File: src/smbw_pkg.sv
package smbw_pkg;

	// Configuration register indexes
	localparam int CFG_ADDR_W = 1;
	localparam logic [CFG_ADDR_W-1:0] REG_WANTED_HANDLE = 1'b0;
	localparam logic [CFG_ADDR_W-1:0] REG_TABLE_LENGTH  = 1'b1;

	localparam logic [15:0] NO_HANDLE  = 16'hFFFF;
	localparam logic [31:0] OFFSET_MAX = 32'hFFFF_FFFF;

	// Result status codes
	localparam logic [1:0] ST_FOUND     = 2'd0;
	localparam logic [1:0] ST_FIRST     = 2'd1;
	localparam logic [1:0] ST_NOT_FOUND = 2'd2;

	localparam int OUT_BITS = 66;
	localparam int OUT_W    = 72;

	typedef enum logic [4:0] {
		PH_IDLE      = 5'b00001,
		PH_HEADER    = 5'b00010,
		PH_FORMATTED = 5'b00100,
		PH_STRINGS   = 5'b01000,
		PH_NEXT      = 5'b10000
	} phase_t;

	typedef struct packed {
		logic [15:0] record_length;
		logic [31:0] record_offset;
		logic [15:0] next_handle;
		logic [1:0]  status;
	} result_t;

	// Byte held in the input stage
	typedef struct packed {
		logic       valid;
		logic       start;
		logic [7:0] data;
	} in_item_t;

	// Parser to output stage
	typedef struct packed {
		logic    load;
		result_t res;
	} out_load_t;

endpackage

File: src/smbw_in_reg.sv
module smbw_in_reg
	import smbw_pkg::*;
(
	input  logic       clk,
	input  logic       arst_n,
	input  logic       s_tvalid,
	output logic       s_tready,
	input  logic [7:0] s_tdata,
	input  logic       s_tuser,
	input  logic       consume,
	output in_item_t   item
);

	logic       valid_s1;
	logic       start_s1;
	logic [7:0] data_s1;
	logic       take;

	// Take a new item when the stage is empty or drains this cycle
	assign s_tready = !valid_s1 || consume;
	assign take     = s_tvalid && s_tready;

	always_ff @(posedge clk or negedge arst_n) begin
		if (!arst_n) begin
			valid_s1 <= 1'b0;
		end else if (take) begin
			valid_s1 <= 1'b1;
		end else if (consume) begin
			valid_s1 <= 1'b0;
		end
	end

	// Payload needs no reset
	always_ff @(posedge clk) begin
		if (take) begin
			start_s1 <= s_tuser;
			data_s1  <= s_tdata;
		end
	end

	assign item = '{valid: valid_s1, start: start_s1, data: data_s1};

endmodule

File: src/smbw_parser.sv
module smbw_parser
	import smbw_pkg::*;
(
	input  logic        clk,
	input  logic        arst_n,
	input  in_item_t    item,
	input  logic        out_free,
	input  logic [15:0] wanted_handle,
	input  logic [31:0] table_length,
	output logic        consume,
	output out_load_t   out_load
);

	logic [31:0] byte_offset_q;
	logic [31:0] record_begin_q;
	phase_t      phase_q;
	logic [1:0]  header_index_q;
	logic [7:0]  formatted_left_q;
	logic [7:0]  handle_lo_q;
	logic        last_zero_q;
	logic        match_seen_q;
	logic [31:0] match_begin_q;
	logic [15:0] match_length_q;

	// State as seen by this byte, after a start flag clears it
	logic [31:0] c_offset, c_begin, c_mbegin;
	phase_t      c_phase;
	logic [1:0]  c_index;
	logic [7:0]  c_left, c_hlo;
	logic        c_lz, c_mseen;
	logic [15:0] c_mlen;

	logic [31:0] n_offset, n_begin, n_mbegin;
	phase_t      n_phase;
	logic [1:0]  n_index;
	logic [7:0]  n_left, n_hlo;
	logic        n_lz, n_mseen;
	logic [15:0] n_mlen;

	logic [32:0] next_off;
	logic [32:0] len_w;
	logic [15:0] len_sat;
	logic [15:0] handle_full;
	logic        at_end;
	logic        emit;
	result_t     res;

	// Pick the starting view of the state
	always_comb begin
		if (item.start) begin
			c_offset = '0;
			c_begin  = '0;
			c_phase  = PH_HEADER;
			c_index  = '0;
			c_left   = '0;
			c_hlo    = '0;
			c_lz     = 1'b0;
			c_mseen  = 1'b0;
			c_mbegin = '0;
			c_mlen   = '0;
		end else begin
			c_offset = byte_offset_q;
			c_begin  = record_begin_q;
			c_phase  = phase_q;
			c_index  = header_index_q;
			c_left   = formatted_left_q;
			c_hlo    = handle_lo_q;
			c_lz     = last_zero_q;
			c_mseen  = match_seen_q;
			c_mbegin = match_begin_q;
			c_mlen   = match_length_q;
		end
	end

	// Offsets after this byte and the length of a matched record
	assign next_off    = {1'b0, c_offset} + 33'd1;
	assign len_w       = next_off - {1'b0, c_mbegin};
	assign len_sat     = (|len_w[32:16]) ? 16'hFFFF : len_w[15:0];
	assign at_end      = next_off >= {1'b0, table_length};
	assign handle_full = {item.data, c_hlo};

	// Walk one byte through the record grammar
	always_comb begin
		n_offset = c_offset;
		n_begin  = c_begin;
		n_phase  = c_phase;
		n_index  = c_index;
		n_left   = c_left;
		n_hlo    = c_hlo;
		n_lz     = c_lz;
		n_mseen  = c_mseen;
		n_mbegin = c_mbegin;
		n_mlen   = c_mlen;
		emit     = 1'b0;
		res      = '0;

		if (item.start && wanted_handle != NO_HANDLE && table_length == '0) begin
			// Empty table: report at once
			emit = 1'b1;
			res  = '{record_length: '0, record_offset: '0,
				next_handle: NO_HANDLE, status: ST_NOT_FOUND};
		end else if (c_phase != PH_IDLE) begin
			if (c_offset != OFFSET_MAX) begin
				n_offset = next_off[31:0];
			end
			case (c_phase)
				PH_HEADER: begin
					n_index = c_index + 2'd1;
					if (c_index == 2'd1) begin
						n_left = (item.data < 8'd4) ? 8'd0 : item.data - 8'd4;
					end else if (c_index == 2'd2) begin
						n_hlo = item.data;
					end else if (c_index == 2'd3) begin
						if (wanted_handle == NO_HANDLE) begin
							emit = 1'b1;
							res  = '{record_length: '0, record_offset: '0,
								next_handle: handle_full, status: ST_FIRST};
						end else begin
							if (handle_full == wanted_handle) begin
								n_mseen  = 1'b1;
								n_mbegin = c_begin;
							end
							n_index = '0;
							n_lz    = 1'b0;
							n_phase = (c_left != '0) ? PH_FORMATTED : PH_STRINGS;
						end
					end
				end
				PH_FORMATTED: begin
					n_left = c_left - 8'd1;
					if (c_left == 8'd1) begin
						n_lz    = 1'b0;
						n_phase = PH_STRINGS;
					end
				end
				PH_STRINGS: begin
					if (item.data == '0 && c_lz) begin
						n_index = '0;
						if (c_mseen) begin
							n_mlen = len_sat;
							if (at_end) begin
								emit = 1'b1;
								res  = '{record_length: len_sat, record_offset: c_mbegin,
									next_handle: NO_HANDLE, status: ST_FOUND};
							end else begin
								n_phase = PH_NEXT;
							end
						end else if (at_end) begin
							emit = 1'b1;
							res  = '{record_length: '0, record_offset: '0,
								next_handle: NO_HANDLE, status: ST_NOT_FOUND};
						end else begin
							n_begin = next_off[31:0];
							n_phase = PH_HEADER;
						end
					end else begin
						n_lz = (item.data == '0);
					end
				end
				PH_NEXT: begin
					n_index = c_index + 2'd1;
					if (c_index == 2'd2) begin
						n_hlo = item.data;
					end else if (c_index == 2'd3) begin
						emit = 1'b1;
						res  = '{record_length: c_mlen, record_offset: c_mbegin,
							next_handle: handle_full, status: ST_FOUND};
					end
				end
				default: begin
					n_phase = PH_IDLE;
				end
			endcase
		end

		// A result ends the scan
		if (emit) begin
			n_phase = PH_IDLE;
		end
	end

	// Hold the byte only when its result has nowhere to go
	assign consume  = item.valid && (!emit || out_free);
	assign out_load = '{load: consume && emit, res: res};

	always_ff @(posedge clk or negedge arst_n) begin
		if (!arst_n) begin
			byte_offset_q    <= '0;
			record_begin_q   <= '0;
			phase_q          <= PH_IDLE;
			header_index_q   <= '0;
			formatted_left_q <= '0;
			handle_lo_q      <= '0;
			last_zero_q      <= 1'b0;
			match_seen_q     <= 1'b0;
			match_begin_q    <= '0;
			match_length_q   <= '0;
		end else if (consume) begin
			byte_offset_q    <= n_offset;
			record_begin_q   <= n_begin;
			phase_q          <= n_phase;
			header_index_q   <= n_index;
			formatted_left_q <= n_left;
			handle_lo_q      <= n_hlo;
			last_zero_q      <= n_lz;
			match_seen_q     <= n_mseen;
			match_begin_q    <= n_mbegin;
			match_length_q   <= n_mlen;
		end
	end

endmodule

File: src/smbw_out_reg.sv
module smbw_out_reg
	import smbw_pkg::*;
(
	input  logic             clk,
	input  logic             arst_n,
	input  out_load_t        out_load,
	output logic             out_free,
	output logic             m_tvalid,
	input  logic             m_tready,
	output logic [OUT_W-1:0] m_tdata
);

	logic    valid_q;
	result_t res_q;

	// Slot frees when empty or when the held item leaves
	assign out_free = !valid_q || m_tready;

	always_ff @(posedge clk or negedge arst_n) begin
		if (!arst_n) begin
			valid_q <= 1'b0;
		end else if (out_load.load) begin
			valid_q <= 1'b1;
		end else if (m_tready) begin
			valid_q <= 1'b0;
		end
	end

	always_ff @(posedge clk) begin
		if (out_load.load) begin
			res_q <= out_load.res;
		end
	end

	assign m_tvalid = valid_q;
	assign m_tdata  = {{(OUT_W - OUT_BITS){1'b0}}, res_q};

endmodule

File: src/smbios_record_walker.sv
// Channel  Dir  Payload (lowest bit first)
// s_*      in   tdata: data_byte[7:0]; tuser: start_of_table
// m_*      out  tdata: status[1:0], next_handle[17:2], record_offset[49:18],
//                      record_length[65:50], zero[71:66]
// cfg_*    in   cfg_addr 0 wanted_handle, 1 table_length; cfg_wdata[31:0]
//
// One byte per cycle while no result is stalled; a taken byte is held in the input
// register and parsed out of it, and its result is loaded into the output register,
// which drives m_tvalid until the result leaves.
// The single record parser register set bounds the rate at one byte a cycle.
// arst_n clears the parser to idle and empties both stages; wanted_handle
// resets to 0xFFFF and table_length to 0.
// A stalled result only holds back a byte that would itself give a result.
module smbios_record_walker
	import smbw_pkg::*;
(
	input  logic                  clk,
	input  logic                  arst_n,
	input  logic                  s_tvalid,
	output logic                  s_tready,
	input  logic [7:0]            s_tdata,   // data_byte[7:0]
	input  logic                  s_tuser,   // start_of_table
	output logic                  m_tvalid,
	input  logic                  m_tready,
	output logic [OUT_W-1:0]      m_tdata,   // status, next_handle, offset, length
	input  logic                  cfg_we,
	input  logic [CFG_ADDR_W-1:0] cfg_addr,
	input  logic [31:0]           cfg_wdata
);

	logic [15:0] wanted_handle_q;
	logic [31:0] table_length_q;
	in_item_t    item;
	logic        consume;
	logic        out_free;
	out_load_t   out_load;

	// Configuration registers
	always_ff @(posedge clk or negedge arst_n) begin
		if (!arst_n) begin
			wanted_handle_q <= NO_HANDLE;
			table_length_q  <= '0;
		end else if (cfg_we) begin
			case (cfg_addr)
				REG_WANTED_HANDLE: wanted_handle_q <= cfg_wdata[15:0];
				REG_TABLE_LENGTH:  table_length_q  <= cfg_wdata;
				default: ;
			endcase
		end
	end

	smbw_in_reg u_in (
		.clk      (clk),
		.arst_n   (arst_n),
		.s_tvalid (s_tvalid),
		.s_tready (s_tready),
		.s_tdata  (s_tdata),
		.s_tuser  (s_tuser),
		.consume  (consume),
		.item     (item)
	);

	smbw_parser u_parser (
		.clk           (clk),
		.arst_n        (arst_n),
		.item          (item),
		.out_free      (out_free),
		.wanted_handle (wanted_handle_q),
		.table_length  (table_length_q),
		.consume       (consume),
		.out_load      (out_load)
	);

	smbw_out_reg u_out (
		.clk      (clk),
		.arst_n   (arst_n),
		.out_load (out_load),
		.out_free (out_free),
		.m_tvalid (m_tvalid),
		.m_tready (m_tready),
		.m_tdata  (m_tdata)
	);

endmodule

File: config.mk
export PLATFORM = sky130hd
export DESIGN_NAME = smbios_record_walker
export DESIGN_NICKNAME = d
export VERILOG_FILES = /design/src/smbw_pkg.sv /design/src/smbw_in_reg.sv /design/src/smbw_parser.sv /design/src/smbw_out_reg.sv /design/src/smbios_record_walker.sv
export SDC_FILE = /design/constraint.sdc
export NUM_CORES = 1
export LEC_CHECK = 0
export ABC_CLOCK_PERIOD_IN_PS = 9200
export CAP_MARGIN = 20
export CORE_UTILIZATION = 59
export DETAILED_ROUTE_END_ITERATION = 6
export DONT_BUFFER_PORTS = 1
export GPL_ROUTABILITY_DRIVEN = 0
export PLACE_DENSITY = 0.88
export SLEW_MARGIN = 20
export SYNTH_ARGS = -nofsm -noshare
export SYNTH_HDL_FRONTEND = slang
export SYNTH_SLANG_ARGS = --single-unit
File: constraint.sdc
create_clock -name clk -period 9.2 [get_ports clk]
set_input_delay 0.46 -clock clk [delete_from_list [all_inputs] [get_ports clk]]
set_output_delay 0.46 -clock clk [all_outputs]
set_load 0.02 [all_outputs]
==> results of run 1 <==
[synth_stat cells, types with 7 or more instances]
cell / count
or4_1: 8
nand3_1: 45
and3_1: 19
buf_1: 12
nor2b_1: 32
clkbuf_1: 48
xor2_1: 14
or2_2: 7
nor2_1: 99
edfxtp_1: 75
nand2_1: 181
a21oi_1: 65
nand2b_1: 21
o21ai_1: 7
xnor2_1: 56
ha_1: 59
o31ai_1: 9
a21o_1: 36
nand3b_1: 9
nand4_1: 47
o21ai_0: 93
mux2_2: 49
a22o_1: 87
nor3_1: 20
o22ai_1: 7
a22oi_1: 22
o21a_1: 13
buf_2: 16
a211oi_1: 14
dfrtp_1: 170
dfstp_2: 17
and2_1: 41
buf_4: 7
nor4_1: 17
or3_1: 10
inv_1: 51
a31oi_1: 28
[logic make-up after synthesis]
group / synth area share, %
other cells: 0.0235
xor+xnor: 4.65
buf+inv: 3.73
compound gates: 19.8
mux: 3.87
flops: 43.6
fa+ha+maj: 5.07
simple gates: 19.2
[power groups by stage]
stage	sequential [mW]	combinational, mW	clock (mW)
global placement	1.33	0.448	0
floorplan	1.30	0.384	0
detailed placement	1.33	0.464	0
finish	1.31	0.508	1.17
CTS	1.31	0.492	1.18
global route	1.32	0.543	1.22
[timing repair]
action | in CTS | in global routing
hold buffers | 10 | 0
hold endpoints to repair | 196 | 0
setup endpoints to repair | 0 | 0
[flip-flops by register name, summed over array words and instances, names as in the netlist, 16 cells and up]
register and count:
u_parser.match_length_q 16, u_out.m_tdata 66, u_parser.match_begin_q 32, u_parser.record_begin_q 32, u_parser.byte_offset_q 32, wanted_handle_q 16
table_length_q 32
[layer usage]
layer / global-route usage (%) / routed length [um] / vias up
met5: 0 / 13 / -
met4: 13.3 / 2010 / 2
met3: 7.44 / 5140 / 171
met2: 48.7 / 19400 / 938
met1: 42.2 / 17500 / 6558
li1: - / - / 6028
[through the flow]
step,hold WS [ns],cell area (um^2),power (mW),worst slack [ns]
2_1_floorplan,0.164,16000,1.69,1.46
3_3_place_gp,0.175,16200,1.77,2.51
3_5_place_dp,0.173,16200,1.79,2.17
4_1_cts,0.0284,17200,2.98,2.14
5_1_grt,0.0408,17200,3.08,1.71
6_report,-0.00628,17200,2.99,1.88
[how the worst max path moves through the flow]
stage / depth (start not counted) / end / slack, ns / from
finish: 26 / u_parser.record_begin_q[25]$_DFFE_PN0P_ / 1.88 / u_in.start_s1$_DFFE_PP_
CTS: 26 / u_parser.record_begin_q[25]$_DFFE_PN0P_ / 2.14 / u_in.start_s1$_DFFE_PP_
floorplan: 27 / u_out.m_tdata[0]$_SDFFCE_PP0P_ / 1.46 / u_in.start_s1$_DFFE_PP_
detailed placement: 26 / u_parser.record_begin_q[25]$_DFFE_PN0P_ / 2.17 / u_in.start_s1$_DFFE_PP_
global route: 26 / u_parser.record_begin_q[25]$_DFFE_PN0P_ / 1.71 / u_in.start_s1$_DFFE_PP_
global placement: 26 / u_parser.record_begin_q[29]$_DFFE_PN0P_ / 2.51 / u_in.start_s1$_DFFE_PP_
[area by class of cell]
class	instances	area, um^2	area share, %
repair buffers	31	275	1.60
multi-input cells	1243	8450	49.0
flip-flops and latches	262	6950	40.3
clock inverters	14	149	0.863
inverters	51	191	1.11
clock buffers	38	812	4.71
well taps	335	419	2.43
[critical path: cells and delay by family, from the launching register on]
| kind | cells | cell delay [ns] |
|---|---|---|
| and+or+nand+nor | 9 | 2.25 |
| buffers and inverters | 6 | 1.31 |
| AOI/OAI and AO/OA | 9 | 2.63 |
| adders and majority gates | 2 | 0.63 |
| DFF | 1 | 0.38 |
==> results_dict.tcl, run 1 <==
set metrics [dict create \
    outcome "finished, violations left" \
    violations "design-rule violations, negative hold slack" \
    timing.rr.start "u_in.start_s1$_DFFE_PP_" \
    arrival_ns 7.80 \
    final_cell_mix "nand2_1 (181), dfrtp_1 (170), nor2_1 (99)" \
    grt_pass1_wl_mm 69.7 \
    dp_hpwl_mm 30.2 \
    syn_area_um2 15900 \
    fmax_mhz 137 \
    start_kind "flop" \
    finalHoldViolations 6 \
    end_kind "flop" \
    powerDensity_nw_per_um2 173 \
    antenna_cells 0 \
    area_growth_pct 8.19 \
    yosys_warnings 0 \
    setup-tns-final_ns 0 \
    cts_sinks 262 \
    cts_tree "yes" \
    cts_buffers 28 \
    hold_slack_ns -0.00628 \
    routed_wl_mm 44.0 \
    die_w_um 166 \
    post_cts_resized 0 \
    ir_drop_uv 168 \
    antenna_found_initial 1 \
    rrSetupSlack_ns 1.88 \
    power.switching_uw 855 \
    skew_ns 0.0142 \
    ys_seq_area_share_pct 43.6 \
    clkSlewWorstSetupHoldPaths_ns 0.06 \
    synth_area_leaders "dfrtp_1 (27%), edfxtp_1 (14%), a22o_1 (4.8%)" \
    finalCritPeriodShare_pct 79.6 \
    initialDrtViolationCount 1814 \
    worst_r2r_endpoint "u_parser.record_begin_q[25]$_DFFE_PN0P_" \
    grt_usage_pct 31.3 \
    layout_commonest_cell "nand2_1" \
    layout.core_utilization_pct 65.6 \
    grt_pass1_vias 13000 \
    p_int_mw 2.13 \
    rsz0062_at_grt "no" \
    synth_top_cell_area_share_pct 26.7 \
    cts_buffer_depth 3 \
    synthArstFlopShare_pct 71.4 \
    r2r_cells 26 \
    core_um2 26300 \
    vias_per_cell 6.94 \
    synth_top_area_cell "dfrtp_1" \
    synth-seq-cells 262 \
    required_ns 9.68 \
    clockRootBuffer "clkbuf_16" \
    cp_slowest_cell "nor2b_2" \
    yosys_most_used_dff "dfrtp_1" \
    slew_headroom_pct 24.4 \
    vias 13700 \
    initial_core_util_pct 60.7 \
    ys_types 95 \
    fin_crit_ns 7.32 \
    pwr-share-comb_pct 17.0 \
    grt_remaining_overflow 0 \
    syn_avg_cell_area_um2 9.73 \
    worst_skew_pair.late_latency_ns 0.55 \
    p_seq_share_pct 43.9 \
    synth_edf_count 75 \
    num_io_pins 121 \
    wl_per_cell_um 22.3 \
    dr.pass1.iters 7 \
    die_height_um 166 \
    cts_setup_buffers 0 \
    post-route-drc-count 8 \
    ant_nets 0 \
    layout-drive-gt1-share_pct 10.4 \
    nNetsFinal 1724 \
    final_cells 1974 \
    setup_viol 0 \
    fillers 2004 \
    rows 59 \
    leakage_nw 7.30 \
    maxSlewViolCount 0 \
    criticalPathCategory "reg -> reg" \
    cap_violations 0 \
    io_buffers 0 \
    dieArea_um2 27700 \
    holdCritPathClass "in -> async" \
    grt_max_degree 188 \
    tightest_slew_ns 1.13 \
    worst-path-max-fanout 56 \
    p_sw_share_pct 28.6 \
    crit_path_max_incr_delay_ns 0.85 \
    pwr-share-clk_pct 39.1 \
    synthCells 1638 \
    placed_cells 1912 \
    htree_levels 1 \
]
Note: power is estimated with default switching activity, not from simulation.
==> inputs of run 2 (changes only) <==
- ABC_CLOCK_PERIOD_IN_PS: 9200 -> 7200
- CORE_UTILIZATION: 59 -> 60
- PLACE_DENSITY: 0.88 -> 0.86
- clock period: 9.2 -> 7.2 ns (I/O delays scaled with it)
==> run 2 against run 1 <==
Against the previous run: the flow now finishes without violations; maximum frequency rose by 11%; combinational power rose by 32%; routed wire length rose by 0.44%; critical path type unchanged; critical endpoint is now u_parser.byte_offset_q[27]$_DFFE_PN0P_.
==> results_dict.tcl, run 2 (synthesis gave the netlist of run 1 again) <==
set metrics [dict create \
    outcome "completed" \
    start_kind "flop" \
    initialDrtViolationCount 1668 \
    ant_nets 0 \
    antenna_cells 0 \
    finalHoldViolations 0 \
    finalPower_mw 3.80 \
    antenna_found_initial 0 \
    cts_tree "yes" \
    vias_per_cell 6.82 \
    initial_core_util_pct 61.2 \
    fin_ws_ns 0.613 \
    skew_ns 0.00980 \
    cts_sinks 262 \
    htree_levels 1 \
    cts_setup_buffers 0 \
    clockRootBuffer "clkbuf_16" \
    layout_commonest_cell "nand2_1" \
    fin_crit_ns 6.59 \
    io_buffers 0 \
    grt_pass1_vias 13100 \
    core_um2 26100 \
    cts_buffer_depth 3 \
    hold_slack_ns 0.226 \
    postCtsHoldBufs 44 \
    ir_drop_uv 235 \
    num_io_pins 121 \
    slew_headroom_pct 32.9 \
    final_cell_mix "nand2_1 (181), dfrtp_1 (170), nor2_1 (99)" \
    area_growth_pct 10.8 \
    rows 59 \
    setup-tns-final_ns 0 \
    criticalPathCategory "reg -> reg" \
    die_height_um 165 \
    grt_pass1_wl_mm 69.7 \
    leakage_nw 7.48 \
    powerDensity_nw_per_um2 215 \
    finalCritPeriodShare_pct 91.5 \
    cts_buffers 28 \
    clkSlewWorstSetupHoldPaths_ns 0.06 \
    dp_hpwl_mm 30.4 \
    dr.pass1.iters 6 \
    die_w_um 165 \
    dieArea_um2 27200 \
    maxSlewViolCount 0 \
    grt_max_degree 188 \
    grt_usage_pct 32.8 \
    fmax_mhz 152 \
    layout.core_utilization_pct 67.8 \
    setup_viol 0 \
    nNetsFinal 1771 \
    cap_violations 0 \
    end_kind "flop" \
    arrival_ns 7.07 \
    routed_wl_mm 44.2 \
    required_ns 7.69 \
    pre_cts_ws_ns 0.714 \
    grt_remaining_overflow 0 \
    rsz0062_at_grt "no" \
    post-route-drc-count 0 \
    post_cts_resized 0 \
    worst_skew_pair.late_latency_ns 0.55 \
    largest_reg_flops 66 \
    worst-path-max-fanout 18 \
    vias 13800 \
    layout-drive-gt1-share_pct 10.7 \
    wl_per_cell_um 21.9 \
    tightest_slew_ns 1.00 \
    holdCritPathClass "in -> reg" \
]
==> run 2: cell count changes in the layout (fill, tap and decap cells not counted), moves of 2 or more <==
cell and delta:
buf_4 +11, buf_12 +2, clkinvlp_4 +4, dlygate4sd3_1 +34
clkinv_2 -2, clkbuf_16 -2, clkbuf_1 +2
==> run 2: where the power goes <==
| part | leakage, nW | total (mW) | switching [mW] | internal (mW) |
|---|---|---|---|---|
| Sequential | 3.01 | 1.68 | 0.0827 | 1.60 |
| Clock | 0.434 | 1.45 | 0.600 | 0.845 |
| Combinational | 4.03 | 0.670 | 0.421 | 0.248 |
| Total | 7.48 | 3.80 | 1.10 | 2.69 |
==> run 2: stage by stage <==
stage	cell area (um^2)	instances
CTS	17700	2021
detailed placement	16300	1925
global placement	16300	1925
finish	17700	2021
global route	17700	2021
floorplan	16000	1643
==> run 2: layout make-up <==
class                      instances  area, um^2
fill                            1952        8390
clock inverter                    15         160
tap                              335         419
clock buffer                      37         756
sequential                       262        6950
inverter                          51         191
multi-input combinational       1243        8450
timing repair buffer              78         738
==> run 2: worst max-delay path, stage by stage, from the launching register on <==
cell       delay, ns
edfxtp_1        0.58
inv_2           0.12
nand2_1         0.09
inv_1           0.15
ha_1            0.30
nand3b_1        0.23
nor3_1          0.40
nand2_1         0.16
inv_1           0.11
nand2_1         0.11
or3_1           0.32
a21oi_1         0.15
buf_4           0.15
ha_1            0.23
a21o_1          0.18
a21o_1          0.16
a21oi_1         0.14
nor2_1          0.05
a2111oi_0       0.58
o41ai_1         0.33
a211o_1         0.33
a21oi_2         0.28
nor2_2          0.20
buf_4           0.22
nor2_2          0.66
a22o_1          0.27
==> run 2: layer usage <==
layer	wire, um	part of all wire (%)	GRT usage [%]	vias to the layer above
met4	2010	4.5	14.6	0
met1	17900	40	45.0	6578
li1	-	-	-	6117
met3	4670	11	6.00	164
met2	19700	44	50.7	930
met5	0	0	0	-
==> run 2: path summary, 6_finish.rpt <==
check	from	endpoint	slack [ns]	depth (start not counted)
min reg2reg	u_parser.header_index_q[0]$_DFFE_PN0P_	u_parser.header_index_q[0]$_DFFE_PN0P_	0.50	1
max reg2reg	u_in.start_s1$_DFFE_PP_	u_parser.byte_offset_q[27]$_DFFE_PN0P_	0.61	25
max in group asynchronous	arst_n	u_parser.match_begin_q[24]$_DFFE_PN0P_	5.91	2
min in group asynchronous	arst_n	table_length_q[26]$_DFFE_PN0P_	0.50	2
min	m_tready	u_out.m_tvalid$_DFFE_PN0P_	0.23	2
max	u_in.start_s1$_DFFE_PP_	u_parser.byte_offset_q[27]$_DFFE_PN0P_	0.61	25
==> inputs of run 3 (changes only) <==
- ABC_CLOCK_PERIOD_IN_PS: 7200 -> 8100
- clock period: 7.2 -> 8.1 ns (I/O delays scaled with it)
==> run 3 against run 2 <==
Against the previous run: the flow now finishes with violations (design-rule violations); combinational power fell by 13%; worst hold slack got worse by 0.22 ns; routed wire length is 0.58% higher; non-clock buffer count decreased by 26; critical path depth down 5; global-route usage grew 0.29 points; die area unchanged; worst setup slack gained 0.41 ns; via count shrank 0.57%; first-iteration DRC count increased by 12%; critical endpoint is now u_parser.match_begin_q[11]$_DFFE_PN0P_; largest power group unchanged.
==> results_dict.tcl, run 3 (synthesis gave the netlist of run 1 again) <==
set metrics [dict create \
    clkSlewWorstSetupHoldPaths_ns 0.07 \
    start_kind "flop" \
    grt_usage_pct 33.1 \
    criticalPathCategory "reg -> reg" \
    fillers 1896 \
    io_buffers 0 \
    p_int_mw 2.40 \
    vias 13700 \
    powerDensity_nw_per_um2 195 \
    outcome "finished, violations left" \
    layout_commonest_cell "nand2_1" \
    fin_crit_ns 7.08 \
    tightest_slew_ns 1.05 \
    vias_per_cell 6.88 \
    skew_ns 0.0146 \
    rows 59 \
    initial_core_util_pct 61.2 \
    power.switching_uw 996 \
    layout-drive-gt1-share_pct 10.7 \
    grt_pass1_vias 12900 \
    die_height_um 165 \
    required_ns 8.54 \
    cts_buffer_depth 3 \
    core_um2 26100 \
    post-route-drc-count 14 \
    wl_per_cell_um 22.3 \
    pwr-share-clk_pct 38.9 \
    p_seq_share_pct 43.9 \
    maxSlewViolCount 0 \
    routed_wl_mm 44.5 \
    violations "design-rule violations" \
    fmax_mhz 141 \
    holdCritPathClass "in -> reg" \
    cap_violations 0 \
    ir_drop_uv 220 \
    dieArea_um2 27200 \
    htree_levels 1 \
    dp_hpwl_mm 30.8 \
    die_w_um 165 \
    cts_buffers 27 \
    worst-path-max-fanout 17 \
    cts_sinks 262 \
    grt_remaining_overflow 0 \
    post_cts_resized 0 \
    clockRootBuffer "clkbuf_16" \
    rrSetupSlack_ns 1.02 \
    num_io_pins 121 \
    worst_skew_pair.late_latency_ns 0.55 \
    dr.pass1.iters 7 \
    grt_pass1_wl_mm 70.3 \
    grt_max_degree 188 \
    setup_viol 0 \
    p_sw_share_pct 29.3 \
    antenna_found_initial 1 \
    nNetsFinal 1744 \
    slew_headroom_pct 29.5 \
    pwr-share-comb_pct 17.2 \
    area_growth_pct 9.55 \
    setup-tns-final_ns 0 \
    largest_reg_flops 66 \
    pre_cts_ws_ns 1.38 \
    initialDrtViolationCount 1870 \
    final_cell_mix "nand2_1 (181), dfrtp_1 (170), nor2_1 (99)" \
    finalHoldViolations 0 \
    leakage_nw 7.39 \
    cts_setup_buffers 0 \
    postCtsHoldBufs 28 \
    end_kind "flop" \
    ant_nets 0 \
    arrival_ns 7.51 \
    rsz0062_at_grt "no" \
    cts_tree "yes" \
    finalCritPeriodShare_pct 87.4 \
    fin_ws_ns 1.02 \
]
## run 3: path summary, 6_finish.rpt
| kind | startpoint | endpoint | cells past startpoint |
|---|---|---|---|
| setup / recovery | u_in.start_s1$_DFFE_PP_ | u_parser.match_begin_q[11]$_DFFE_PN0P_ | 20 |
| hold / removal | cfg_wdata[11] | table_length_q[11]$_DFFE_PN0P_ | 1 |
| setup reg to reg | u_in.start_s1$_DFFE_PP_ | u_parser.match_begin_q[11]$_DFFE_PN0P_ | 20 |
| hold reg to reg | u_parser.record_begin_q[6]$_DFFE_PN0P_ | u_parser.match_begin_q[6]$_DFFE_PN0P_ | 1 |
| max in group asynchronous | arst_n | u_parser.record_begin_q[24]$_DFFE_PN0P_ | 2 |
| min in group asynchronous | arst_n | table_length_q[5]$_DFFE_PN0P_ | 2 |
## run 3: layout make-up
type	instances	area, um^2	area share [%]
multi-input cells	1243	8450	48.4
well taps	335	419	2.40
repair buffers	52	494	2.83
clock buffers	39	856	4.90
flip-flops and latches	262	6950	39.8
diodes	1	2.50	0.0143
clock inverters	11	100	0.573
inverters	51	191	1.10
## run 3: metal layers
layer,GRT usage (%),wire length (um)
met5,0,0
met4,14.4,1980
met3,8.31,5420
met2,49.7,19700
met1,45.3,17300
## run 3: worst max-delay path: stages (launching register included)
cell and delay [ns]:
edfxtp_1 0.55, inv_2 0.11, nand2_1 0.11, inv_1 0.18
ha_1 0.31, and3b_1 0.25, nand3_1 0.36, nor3_1 0.53
xnor2_1 0.30, ha_1 0.39, nand3_1 0.09, a21oi_1 0.32
nand3_1 0.26, o41ai_1 0.97, o21a_1 0.28, a21oi_2 0.11
nor2_2 0.79, nor2_4 0.16, nand2_1 0.12, nand2_1 0.38
a22o_1 0.38
## run 3: metrics by stage
stage | power, mW | util [%] | hold WS (ns) | instances | cell area (um^2)
6_report | 3.40 | 67.0 | 0.00719 | 1994 | 17500
3_5_place_dp | 2.04 | 62.2 | 0.121 | 1914 | 16200
3_3_place_gp | 2.02 | 62.1 | 0.121 | 1914 | 16200
2_1_floorplan | 1.92 | - | 0.109 | 1643 | 16000
5_1_grt | 3.51 | 67.0 | 0.00378 | 1993 | 17500
4_1_cts | 3.38 | 67.0 | 0.000668 | 1992 | 17500
## run 3: power by group through the flow
stage                     clock [mW]  sequential, mW  combinational (mW)
final                           1.32            1.49               0.586
after global routing            1.38            1.50               0.634
after CTS                       1.32            1.49               0.569
after detailed placement           0            1.51               0.533
after global placement             0            1.51               0.514
after floorplan                    0            1.48               0.437
